`src/hw/rtl/dafu_pkg.sv`:
```
// ----------------------------------------------------------------------------
// dafu_pkg
// Shared sizes, command and status types of the duplicate address filter.
// ----------------------------------------------------------------------------
package dafu_pkg;

  // set size and stored address width
  localparam int SET_DEPTH = 64;
  localparam int ADDR_BITS = 64;

  // fixed field widths of the channels
  localparam int ADDR_W  = 64;
  localparam int BATCH_W = 7;
  localparam int UCNT_W  = 7;

  // derived widths
  localparam int CNT_W = $clog2(SET_DEPTH + 1);
  localparam int IDX_W = (SET_DEPTH > 1) ? $clog2(SET_DEPTH) : 1;
  localparam int CMP_W = (CNT_W > BATCH_W) ? CNT_W : BATCH_W;

  // controller to datapath commands
  typedef struct packed {
    logic load;
    logic scan;
    logic commit;
  } dafu_cmd_t;

  // datapath to controller status
  typedef struct packed {
    logic scan_done;
    logic out_busy;
  } dafu_sts_t;

endpackage

```
`src/hw/rtl/dafu_if.sv`:
```
// ----------------------------------------------------------------------------
// dafu_in_if / dafu_out_if
// Valid/ready channels carrying address beats in and filter results out.
// ----------------------------------------------------------------------------
interface dafu_in_if;
  logic                        valid;
  logic                        ready;
  logic                        new_batch;
  logic [dafu_pkg::BATCH_W-1:0] batch_size;
  logic [dafu_pkg::ADDR_W-1:0]  address;

  modport source (output valid, new_batch, batch_size, address, input ready);
  modport sink   (input valid, new_batch, batch_size, address, output ready);
endinterface

interface dafu_out_if;
  logic                        valid;
  logic                        ready;
  logic                        duplicate;
  logic [dafu_pkg::UCNT_W-1:0] unique_count;
  logic                        overflow;

  modport source (output valid, duplicate, unique_count, overflow, input ready);
  modport sink   (input valid, duplicate, unique_count, overflow, output ready);
endinterface

```
`src/hw/rtl/dafu_ctrl.sv`:
```
// ----------------------------------------------------------------------------
// dafu_ctrl
// Sequencer: takes a beat, runs the set scan, then commits the result.
// ----------------------------------------------------------------------------
module dafu_ctrl (
  input  logic                clk,
  input  logic                rst_n,
  input  logic                in_valid,
  output logic                in_ready,
  input  dafu_pkg::dafu_sts_t sts,
  output dafu_pkg::dafu_cmd_t cmd
);

  typedef enum logic [2:0] {
    ST_IDLE = 3'b001,
    ST_SCAN = 3'b010,
    ST_DONE = 3'b100
  } dafu_state_t;

  dafu_state_t state_r;
  dafu_state_t state_nxt;

  // handshake and commands
  always_comb begin
    in_ready   = (state_r == ST_IDLE);
    cmd.load   = (state_r == ST_IDLE) && in_valid;
    cmd.scan   = (state_r == ST_SCAN);
    cmd.commit = (state_r == ST_DONE) && !sts.out_busy;
  end

  // next state
  always_comb begin
    state_nxt = state_r;
    case (state_r)
      ST_IDLE: begin
        if (in_valid) state_nxt = ST_SCAN;
      end
      ST_SCAN: begin
        if (sts.scan_done) state_nxt = ST_DONE;
      end
      ST_DONE: begin
        if (!sts.out_busy) state_nxt = ST_IDLE;
      end
      default: state_nxt = ST_IDLE;
    endcase
  end

  always_ff @(posedge clk) begin
    if (!rst_n) begin
      state_r <= ST_IDLE;
    end else begin
      state_r <= state_nxt;
    end
  end

  // accepted beat always starts a scan
  a_accept_scan: assert property (@(posedge clk) disable iff (!rst_n)
    (in_valid && in_ready) |=> (state_r == ST_SCAN))
    else $error("accepted beat did not start a scan");

  // a commit returns the sequencer to idle
  a_commit_idle: assert property (@(posedge clk) disable iff (!rst_n)
    cmd.commit |=> (in_ready && !cmd.scan))
    else $error("commit did not return to idle");

endmodule

```
`src/hw/rtl/dafu_dp.sv`:
```
// ----------------------------------------------------------------------------
// dafu_dp
// Datapath: address set memory, scan compare, counters and output register.
// ----------------------------------------------------------------------------
module dafu_dp (
  input  logic                          clk,
  input  logic                          rst_n,
  input  dafu_pkg::dafu_cmd_t           cmd,
  output dafu_pkg::dafu_sts_t           sts,
  input  logic                          in_new_batch,
  input  logic [dafu_pkg::BATCH_W-1:0]  in_batch_size,
  input  logic [dafu_pkg::ADDR_W-1:0]   in_address,
  output logic                          out_valid,
  input  logic                          out_ready,
  output logic                          out_duplicate,
  output logic [dafu_pkg::UCNT_W-1:0]   out_unique_count,
  output logic                          out_overflow
);

  // set storage
  logic [dafu_pkg::ADDR_BITS-1:0] set_mem_r [dafu_pkg::SET_DEPTH];
  logic [dafu_pkg::ADDR_BITS-1:0] rd_data_r;
  logic [dafu_pkg::IDX_W-1:0]     rd_idx;
  logic [dafu_pkg::IDX_W-1:0]     wr_idx;
  logic                           mem_we;

  // item and batch state
  logic [dafu_pkg::ADDR_BITS-1:0] addr_r;
  logic [dafu_pkg::CNT_W-1:0]     count_r;
  logic [dafu_pkg::BATCH_W-1:0]   limit_r;
  logic [dafu_pkg::CNT_W-1:0]     scan_idx_r;
  logic                           rd_vld_r;
  logic                           hit_r;

  // output register
  logic                           out_valid_r;
  logic                           out_dup_r;
  logic                           out_ovf_r;
  logic [dafu_pkg::UCNT_W-1:0]    out_cnt_r;

  logic [dafu_pkg::CMP_W-1:0]     limit_ext;
  logic [dafu_pkg::CMP_W-1:0]     cap;
  logic                           full;
  logic                           store;
  logic                           scan_more;
  logic [dafu_pkg::CNT_W-1:0]     count_inc;

  // capacity is the batch limit clipped to the set depth
  always_comb begin
    limit_ext = dafu_pkg::CMP_W'(limit_r);
    cap       = (limit_ext > dafu_pkg::CMP_W'(dafu_pkg::SET_DEPTH)) ?
                dafu_pkg::CMP_W'(dafu_pkg::SET_DEPTH) : limit_ext;
    full      = (dafu_pkg::CMP_W'(count_r) >= cap);
    store     = cmd.commit && !hit_r && !full;
    count_inc = count_r + dafu_pkg::CNT_W'(1);
    scan_more = (scan_idx_r < count_r);
    rd_idx    = scan_idx_r[dafu_pkg::IDX_W-1:0];
    wr_idx    = count_r[dafu_pkg::IDX_W-1:0];
    mem_we    = store;
  end

  // status back to the sequencer
  always_comb begin
    sts.scan_done = !scan_more && !rd_vld_r;
    sts.out_busy  = out_valid_r && !out_ready;
  end

  // memory: one write port, one registered read port
  always_ff @(posedge clk) begin
    if (mem_we) set_mem_r[wr_idx] <= addr_r;
    rd_data_r <= set_mem_r[rd_idx];
  end

  // latch the beat's address
  always_ff @(posedge clk) begin
    if (cmd.load) addr_r <= in_address[dafu_pkg::ADDR_BITS-1:0];
  end

  // batch counters
  always_ff @(posedge clk) begin
    if (!rst_n) begin
      count_r <= '0;
      limit_r <= '0;
    end else if (cmd.load && in_new_batch) begin
      count_r <= '0;
      limit_r <= in_batch_size;
    end else if (store) begin
      count_r <= count_inc;
    end
  end

  // scan: one read issued and one entry compared per cycle
  always_ff @(posedge clk) begin
    if (!rst_n) begin
      scan_idx_r <= '0;
      rd_vld_r   <= 1'b0;
      hit_r      <= 1'b0;
    end else if (cmd.load) begin
      scan_idx_r <= '0;
      rd_vld_r   <= 1'b0;
      hit_r      <= 1'b0;
    end else if (cmd.scan) begin
      rd_vld_r <= scan_more;
      if (scan_more) scan_idx_r <= scan_idx_r + dafu_pkg::CNT_W'(1);
      if (rd_vld_r && (rd_data_r == addr_r)) hit_r <= 1'b1;
    end
  end

  // output register
  always_ff @(posedge clk) begin
    if (!rst_n) begin
      out_valid_r <= 1'b0;
    end else if (cmd.commit) begin
      out_valid_r <= 1'b1;
    end else if (out_ready) begin
      out_valid_r <= 1'b0;
    end
  end

  always_ff @(posedge clk) begin
    if (cmd.commit) begin
      out_dup_r <= hit_r;
      out_ovf_r <= !hit_r && full;
      out_cnt_r <= dafu_pkg::UCNT_W'(store ? count_inc : count_r);
    end
  end

  assign out_valid        = out_valid_r;
  assign out_duplicate    = out_dup_r;
  assign out_overflow     = out_ovf_r;
  assign out_unique_count = out_cnt_r;

  // count never passes the set depth
  a_count_max: assert property (@(posedge clk) disable iff (!rst_n)
    dafu_pkg::CMP_W'(count_r) <= dafu_pkg::CMP_W'(dafu_pkg::SET_DEPTH))
    else $error("stored count beyond set depth");

  // a result is never both duplicate and overflow
  a_dup_ovf: assert property (@(posedge clk) disable iff (!rst_n)
    out_valid_r |-> !(out_dup_r && out_ovf_r))
    else $error("duplicate and overflow both set");

  // a stored address raises the count by one
  a_store_inc: assert property (@(posedge clk) disable iff (!rst_n)
    store |=> (count_r == $past(count_inc)))
    else $error("count not raised after store");

  // no commit while the scan still has entries to compare
  a_commit_after_scan: assert property (@(posedge clk) disable iff (!rst_n)
    cmd.commit |-> (!scan_more && !rd_vld_r))
    else $error("commit before scan finished");

endmodule

```
`src/hw/rtl/duplicate_address_filter_unit.sv`:
```
// ----------------------------------------------------------------------------
// duplicate_address_filter_unit
// Batch duplicate filter: a stored address set scanned for each beat.
// ----------------------------------------------------------------------------
//   channel   dir  handshake     payload
//   in_ch     in   valid/ready   new_batch, batch_size[6:0], address[63:0]
//   out_ch    out  valid/ready   duplicate, unique_count[6:0], overflow
//
// each beat is compared with the n addresses stored in the batch by a scan of the set
// memory, one entry per cycle; the result is registered once the scan ends and commits
// a new beat is taken only after the previous one's result has been committed
// reset clears counters and control; set memory contents are not cleared
// a stalled result holds the unit in its commit step, the next beat is
// taken while the previous result still waits in the output register
module duplicate_address_filter_unit (
  input logic       clk,
  input logic       rst_n,
  dafu_in_if.sink   in_ch,
  dafu_out_if.source out_ch
);

  dafu_pkg::dafu_cmd_t cmd;
  dafu_pkg::dafu_sts_t sts;

  // sequencer
  dafu_ctrl u_ctrl (
    .clk      (clk),
    .rst_n    (rst_n),
    .in_valid (in_ch.valid),
    .in_ready (in_ch.ready),
    .sts      (sts),
    .cmd      (cmd)
  );

  // datapath
  dafu_dp u_dp (
    .clk              (clk),
    .rst_n            (rst_n),
    .cmd              (cmd),
    .sts              (sts),
    .in_new_batch     (in_ch.new_batch),
    .in_batch_size    (in_ch.batch_size),
    .in_address       (in_ch.address),
    .out_valid        (out_ch.valid),
    .out_ready        (out_ch.ready),
    .out_duplicate    (out_ch.duplicate),
    .out_unique_count (out_ch.unique_count),
    .out_overflow     (out_ch.overflow)
  );

endmodule
```
`src/flat_wrapper.sv`:
```
// flat-port wrapper written by rule: the top's interface ports become plain ports
module duplicate_address_filter_unit_flat 
  (clk, rst_n, in_ch_valid, in_ch_new_batch, in_ch_batch_size, in_ch_address, in_ch_ready, out_ch_valid, out_ch_duplicate, out_ch_unique_count, out_ch_overflow, out_ch_ready);
  dafu_in_if in_ch_i ();
  dafu_out_if out_ch_i ();
  input logic clk;
  input logic rst_n;
  input wire logic [$bits(in_ch_i.valid)-1:0] in_ch_valid;
  input wire logic [$bits(in_ch_i.new_batch)-1:0] in_ch_new_batch;
  input wire logic [$bits(in_ch_i.batch_size)-1:0] in_ch_batch_size;
  input wire logic [$bits(in_ch_i.address)-1:0] in_ch_address;
  output wire logic [$bits(in_ch_i.ready)-1:0] in_ch_ready;
  output wire logic [$bits(out_ch_i.valid)-1:0] out_ch_valid;
  output wire logic [$bits(out_ch_i.duplicate)-1:0] out_ch_duplicate;
  output wire logic [$bits(out_ch_i.unique_count)-1:0] out_ch_unique_count;
  output wire logic [$bits(out_ch_i.overflow)-1:0] out_ch_overflow;
  input wire logic [$bits(out_ch_i.ready)-1:0] out_ch_ready;
  assign in_ch_i.valid = in_ch_valid;
  assign in_ch_i.new_batch = in_ch_new_batch;
  assign in_ch_i.batch_size = in_ch_batch_size;
  assign in_ch_i.address = in_ch_address;
  assign in_ch_ready = in_ch_i.ready;
  assign out_ch_valid = out_ch_i.valid;
  assign out_ch_duplicate = out_ch_i.duplicate;
  assign out_ch_unique_count = out_ch_i.unique_count;
  assign out_ch_overflow = out_ch_i.overflow;
  assign out_ch_i.ready = out_ch_ready;
  duplicate_address_filter_unit u_core (.clk(clk), .rst_n(rst_n), .in_ch(in_ch_i), .out_ch(out_ch_i));
endmodule
```
`config.mk`:
```
export PLATFORM = sky130hd
export DESIGN_NAME = duplicate_address_filter_unit_flat
export DESIGN_NICKNAME = d
export VERILOG_FILES = /design/src/hw/rtl/dafu_pkg.sv /design/src/hw/rtl/dafu_if.sv /design/src/hw/rtl/dafu_ctrl.sv /design/src/hw/rtl/dafu_dp.sv /design/src/hw/rtl/duplicate_address_filter_unit.sv /design/src/flat_wrapper.sv
export SDC_FILE = /design/constraint.sdc
export NUM_CORES = 2
export LEC_CHECK = 0
export BUFFER_PORTS_ARGS = -buffer_cell sky130_fd_sc_hd__buf_2
export CAP_MARGIN = 10
export CORE_AREA = 3 3 561 451
export DETAILED_ROUTE_END_ITERATION = 8
export DIE_AREA = 0 0 564 454
export PLACE_DENSITY = 0.85
export SYNTH_ARGS = -nofsm -noshare
export SYNTH_HDL_FRONTEND = slang
export SYNTH_SLANG_ARGS = --single-unit
```
`constraint.sdc`:
```
create_clock -name clk -period 15.6 [get_ports clk]
set_input_delay 0.78 -clock clk [delete_from_list [all_inputs] [get_ports clk]]
set_output_delay 0.78 -clock clk [all_outputs]
set_load 0.02 [all_outputs]
```
# == After elaboration in Yosys (flattened, before gate mapping) ==
# Memories as Yosys holds them, arrays and structs flattened. A register that Yosys moved wholly into a read port is not among the register bits.
# Cells that the tools add are included.
# totals
wordCells,56
reg_bits,100
mem_bits_rw,4096
output_inout_bits,11
memories,1
in_bits,76
# op_classes
addsub,2
magnitude_cmp,3
bitwise,1
reduce_logical,21
mux,10
eq_ne,7
# mem_list
name,depth,word_bits,rd,rd_ports_with_merged_regs,write_ports,line_no,rtl
u_core.u_dp.set_mem_r,64,64,1,1,1,dafu_dp.sv:21,logic [dafu_pkg::ADDR_BITS-1:0] set_mem_r [dafu_pkg::SET_DEPTH];
# op_table
operator,count
$eq A64 B64 Y1,1
$add A7 B1 Y7 const B,2
$mux W7,2
$logic_and A1 B1 Y1,9
$mux W3,3
$pmux W3 S3,1
$ge A7 B7 Y1,1
$gt A7 B7 Y1 const B,1
$lt A7 B7 Y1,1
$logic_not A1 Y1,6
$ne A2 B2 Y1 const B,3
$mux W1,4
$reduce_and A2 Y1,2
$reduce_or A2 Y1,2
$eq A3 B1 Y1 const B,1
$eq A3 B2 Y1 const B,1
$eq A3 B3 Y1 const B,1
$reduce_and A3 Y1,1
$reduce_bool A2 Y1,1
$not A1 Y1,1

# == Depth between registers and ports, before layout ==
# logic_depth
word_depth,8
depth_mapped,10
mapped_depth_nobuf,8

# == By module ==
# Synthesis repeated with hierarchy kept, for this count alone.
# unflattened
cells_unflattened,6815
area_unflattened_um2,161319.7
# modules_own_cells
module,cells_per_inst,seq_area_each_um2,area_per_inst_um2,n_inst
dafu_dp,6793,126951.8,161127.0,1
dafu_ctrl,22,60.1,192.7,1

# == Worst setup path after synthesis ==
# OpenSTA, ideal clock, no wires.
# synth_path
kind,register -> register
startpoint,register u_core.u_dp.count_r[0] (netlist name)
endpoint,memory u_core.u_dp.set_mem_r[63][0] (netlist name) (enable)
n_path_buf,1
t_arrival_ns,4.762
setup_time_ns,0.487
slack_ns,10.351
required_time_ns,15.113
period_less_slack_ns,5.249
stages_incl_launch_ff,10
cell_sequence,dfxtp_1 > inv_1 > ha_1 > nand2b_1 > a21o_1 > a21o_1 > a21oi_1 > clkbuf_1 > nand4_1 > nor2_1
# synth_between
elab_chain_cells,5
# synth_lines
item,line_no,rtl
from (decl),dafu_dp.sv:29,logic [dafu_pkg::CNT_W-1:0] count_r;
from (signal assigned),dafu_dp.sv:88,count_r <= count_inc;
$ge A7 B7 Y1,dafu_dp.sv:53,full = (dafu_pkg::CMP_W'(count_r) >= cap);
$logic_not A1 Y1,dafu_dp.sv:54,store = cmd.commit && !hit_r && !full;
$logic_and A1 B1 Y1,dafu_dp.sv:54,
$mux W1,dafu_dp.sv:70,if (mem_we) set_mem_r[wr_idx] <= addr_r;
$mux W1 (not written as such),dafu_dp.sv:70,
to (decl),dafu_dp.sv:21,
# Parallel ways exist; a longest one is shown, timed or not.

# == Final worst setup path ==
# layout_path
startpoint,"register u_core.u_dp.limit_r, in the netlist u_core.u_dp.limit_ext[6]"
endpoint,memory u_core.u_dp.set_mem_r[29][12] (netlist name) (enable)
# layout_between
elab_chain_cells,7
# layout_lines
item,line_no,rtl
from (decl),dafu_dp.sv:30,logic [dafu_pkg::BATCH_W-1:0] limit_r;
from (signal assigned),dafu_dp.sv:86,limit_r <= in_batch_size;
$gt A7 B7 Y1,dafu_dp.sv:51,cap = (limit_ext > dafu_pkg::CMP_W'(dafu_pkg::SET_DEPTH)) ?
$mux W7 *,dafu_dp.sv:51,
$ge A7 B7 Y1 *,dafu_dp.sv:53,
$logic_not A1 Y1 *,dafu_dp.sv:54,
$logic_and A1 B1 Y1 *,dafu_dp.sv:54,
$mux W1 *,dafu_dp.sv:70,
$mux W1 (not written as such) *,dafu_dp.sv:70,
# Mark *: on every way between the ends. The rest lies on a longest branch, timed or not.

==> impl_metrics.tcl <==
set metrics [dict create \
    status "finished, violations left" \
    violations "capacitance limit, slew limit" \
    grt.total_usage 0.396 \
    final_cells 10973 \
    grtUsageMet3 0.124 \
    r2r_slack_ps 9950 \
    drive_gt1_frac 0.252 \
    rsz0062_at_grt "no" \
    numPortBuffers 86 \
    grt_pass1_vias 86568 \
    hold_start "in_ch_address[33]" \
    numCtsBuffers 373 \
    worstPathRequired_ps 16140 \
    multiInputGateArea_sq_um 32500 \
    slew_headroom -0.0460 \
    rr_startpoint "u_core.u_dp.limit_ext[6]$_SDFFE_PN0P_" \
    clock-sinks 4260 \
    syn-instance-count 6995 \
    hold_depth 1 \
    synth-edff-count 4169 \
    irDropWorstVdd_mv 0.117 \
    rows 163 \
    root_buffer "clkbuf_16" \
    dieHeight_microns 454 \
    area_growth_pct 10.9 \
    crit_type "flop to flop" \
    timing_worst_slew_pin_value_ps 1560 \
    netlist_area_sq_um 161000 \
    power_mw 22.3 \
    top_usage_layer "met2" \
    cp_max_fo 29 \
    grt_max_degree 153 \
    grt.overflow.total 0 \
    viasPerCell 8.05 \
    ys_async_sr_fraction 0 \
    core_sq_um 247000 \
    regArea_sq_um 127000 \
    max_freq_mhz 177 \
    min_period_ps 5650 \
    crit_arrival_ps 6190 \
    syn-num-nets 7086 \
    cap_violations 1 \
    via_count 88329 \
    start_util 0.651 \
    yosysUniqueCellTypes 55 \
    start_kind "flop" \
    nFillCells 12392 \
    grt_use_met1 0.496 \
    fp.dieArea_sq_um 256000 \
    cts.path.max_buffers 4 \
    wl_per_cell_microns 45.8 \
    cts.clk_slew.worst_paths_ps 70 \
    htree_levels 5 \
    rr_worst_depth 11 \
    cts_resized 0 \
    postLayoutCoreUtil 0.721 \
    placed_cell_area_sq_um 166000 \
    slew_viol_final 2 \
    r2r_end "u_core.u_dp.set_mem_r[29][12]$_DFFE_PP_" \
    routed_wl_microns 503000 \
    cts_tree "yes" \
    ys_ff_latch 4260 \
    drc 0 \
    dp.cells 10257 \
    endpoint_kind "flop" \
    ios 87 \
    ys.flop_type "edfxtp_1" \
    hold_violations 0 \
    whs_endpoint "u_core.u_dp.addr_r[33]$_DFFE_PP_" \
    dr.pass1.iters 9 \
    setup_viol 0 \
    grt_pass1_wl_microns 694000 \
    syn_area_per_cell_sq_um 23.0 \
    fin_nets 7445 \
    final_area_sq_um 178000 \
    antenna_found_initial 41 \
    use_met2 0.599 \
    dp_hpwl_microns 255000 \
    fin_crit_sh 0.362 \
    fin_worst_skew_ps 57.5 \
    fin_tns_setup_ps 0 \
    drtIter0Drc 19010 \
    ys_warn_count 0 \
    power_density_nw_per_um2 125 \
    clk_latency_ps 970 \
    hold_class "input pin to flop" \
    final_antenna_net_count 0 \
    p_leak_nw 54.0 \
    fp.dieW_microns 564 \
    gp_congestion 0.890 \
    seq_area_frac_synth 0.790 \
]
## flip-flops by register name, indices dropped and copies added (netlist names)
name / flops
u_core.u_ctrl.state_r: 3
u_core.u_dp.out_unique_count: 7
u_core.u_dp.out_valid: 1
u_core.u_dp.scan_idx_r: 7
u_core.u_dp.set_mem_r: 4096
u_core.u_dp.out_duplicate: 1
u_core.u_dp.limit_ext: 7
u_core.u_dp.hit_r: 1
u_core.u_dp.rd_vld_r: 1
u_core.u_dp.rd_data_r: 64
u_core.u_dp.count_r: 7
u_core.u_dp.out_overflow: 1
u_core.u_dp.addr_r: 64
## through the flow
step	setup slack (ps)	hold slack (ps)
finish	9950	24.7
global route	9960	11.0
CTS	10220	0.0395
detailed placement	10400	467
global placement	10380	462
floorplan	10350	439
## cell usage in the layout (no fill, tap or decap), types with 39 or more instances in the layout
master / count
edfxtp_1: 4169
mux4_2: 971
clkbuf_16: 375
mux2i_1: 323
buf_4: 247
o21ai_0: 211
a221oi_1: 159
a21oi_1: 91
buf_2: 88
dfxtp_1: 87
clkbuf_1: 83
a22oi_1: 75
nor2_4: 67
clkinv_2: 65
clkinv_1: 62
nand2_1: 60
o221ai_1: 55
and4_1: 54
xor2_1: 39
## repair_timing
item,4_1_cts,5_1_grt
hold buffers,21,0
setup buffers,0,0
endpoints found under the hold margin,21,0
## synthesized netlist by cell type (all sizes together), types with 3 or more instances
cell type / instances / area, sq um
edfxtp: 4169 / 125000
mux4: 971 / 21900
mux2i: 323 / 3230
o21ai: 228 / 1140
buf: 203 / 1140
clkbuf: 178 / 669
a221oi: 159 / 1390
nor2: 98 / 368
a21oi: 91 / 455
dfxtp: 91 / 1820
a22oi: 75 / 563
nand2: 63 / 241
o221ai: 55 / 482
and4: 54 / 473
xor2: 40 / 350
xnor2: 29 / 254
nand3: 20 / 100
inv: 18 / 67.6
nand4: 18 / 113
ha: 15 / 188
nor4: 11 / 68.8
nor2b: 10 / 62.6
o211ai: 10 / 75.1
a21boi: 8 / 60.1
a21o: 8 / 60.1
nand2b: 8 / 50.1
and2: 5 / 31.3
a211oi: 4 / 30.0
nor3b: 4 / 30.0
a2111oi: 3 / 38.8
a31oi: 3 / 18.8
or3: 3 / 18.8
## power breakdown
group	total [mW]	leakage, nW	internal, mW	switching (mW)
clock	9.34	5.78	5.04	4.31
sequential	12.6	38.3	12.6	0.0172
combinational	0.360	9.93	0.0373	0.323
total	22.3	54.0	17.7	4.65
## worst max path at each step
stage / from / to / slack [ps] / cells after the start
after floorplan: u_core.u_dp.count_r[0]$_SDFF_PP0_ / u_core.u_dp.set_mem_r[63][0]$_DFFE_PP_ / 10350 / 9
after global placement: u_core.u_dp.limit_ext[6]$_SDFFE_PN0P_ / u_core.u_dp.set_mem_r[29][3]$_DFFE_PP_ / 10380 / 11
after detailed placement: u_core.u_dp.count_r[0]$_SDFF_PP0_ / u_core.u_dp.set_mem_r[29][9]$_DFFE_PP_ / 10400 / 11
after CTS: u_core.u_dp.limit_ext[6]$_SDFFE_PN0P_ / u_core.u_dp.set_mem_r[29][31]$_DFFE_PP_ / 10220 / 11
after global routing: u_core.u_dp.limit_ext[6]$_SDFFE_PN0P_ / u_core.u_dp.set_mem_r[29][16]$_DFFE_PP_ / 9960 / 11
final: u_core.u_dp.limit_ext[6]$_SDFFE_PN0P_ / u_core.u_dp.set_mem_r[29][12]$_DFFE_PP_ / 9950 / 11
## logic make-up after synthesis
family	count (synthesis)	share of synthesized area
buffers and inverters	399	0.0117
DFF	4260	0.790
and+or+nand+nor	306	0.0103
adders and majority gates	15	0.00117
xor gates and xnor gates	69	0.00376
AOI/OAI and AO/OA	652	0.0272
muxes	1294	0.156
## layer usage
layer | wire [microns] | vias to the layer above
met3 | 78200 | 2437
met5 | 175 | -
met2 | 230000 | 10887
met4 | 47500 | 14
met1 | 147000 | 44360
li1 | - | 30631
## area by class of cell
type                    count  share of cell area
clock buffers             474              0.0556
multi-input cells        2336               0.182
repair buffers            365              0.0150
flip-flops and latches   4260               0.712
well taps                3300              0.0232
clock inverters           196              0.0108
diodes                     24            0.000337
inverters                  18            0.000421
## critical path, cell delays in order (launching register included)
cell	delay [ps]
dfxtp_1	330
inv_1	160
nand2_1	80
ha_1	340
a41oi_1	280
o21ai_0	260
a21oi_1	900
nand4_1	690
buf_4	440
nor2_4	460
buf_4	540
buf_4	680
(Power assumes the default switching activity.)
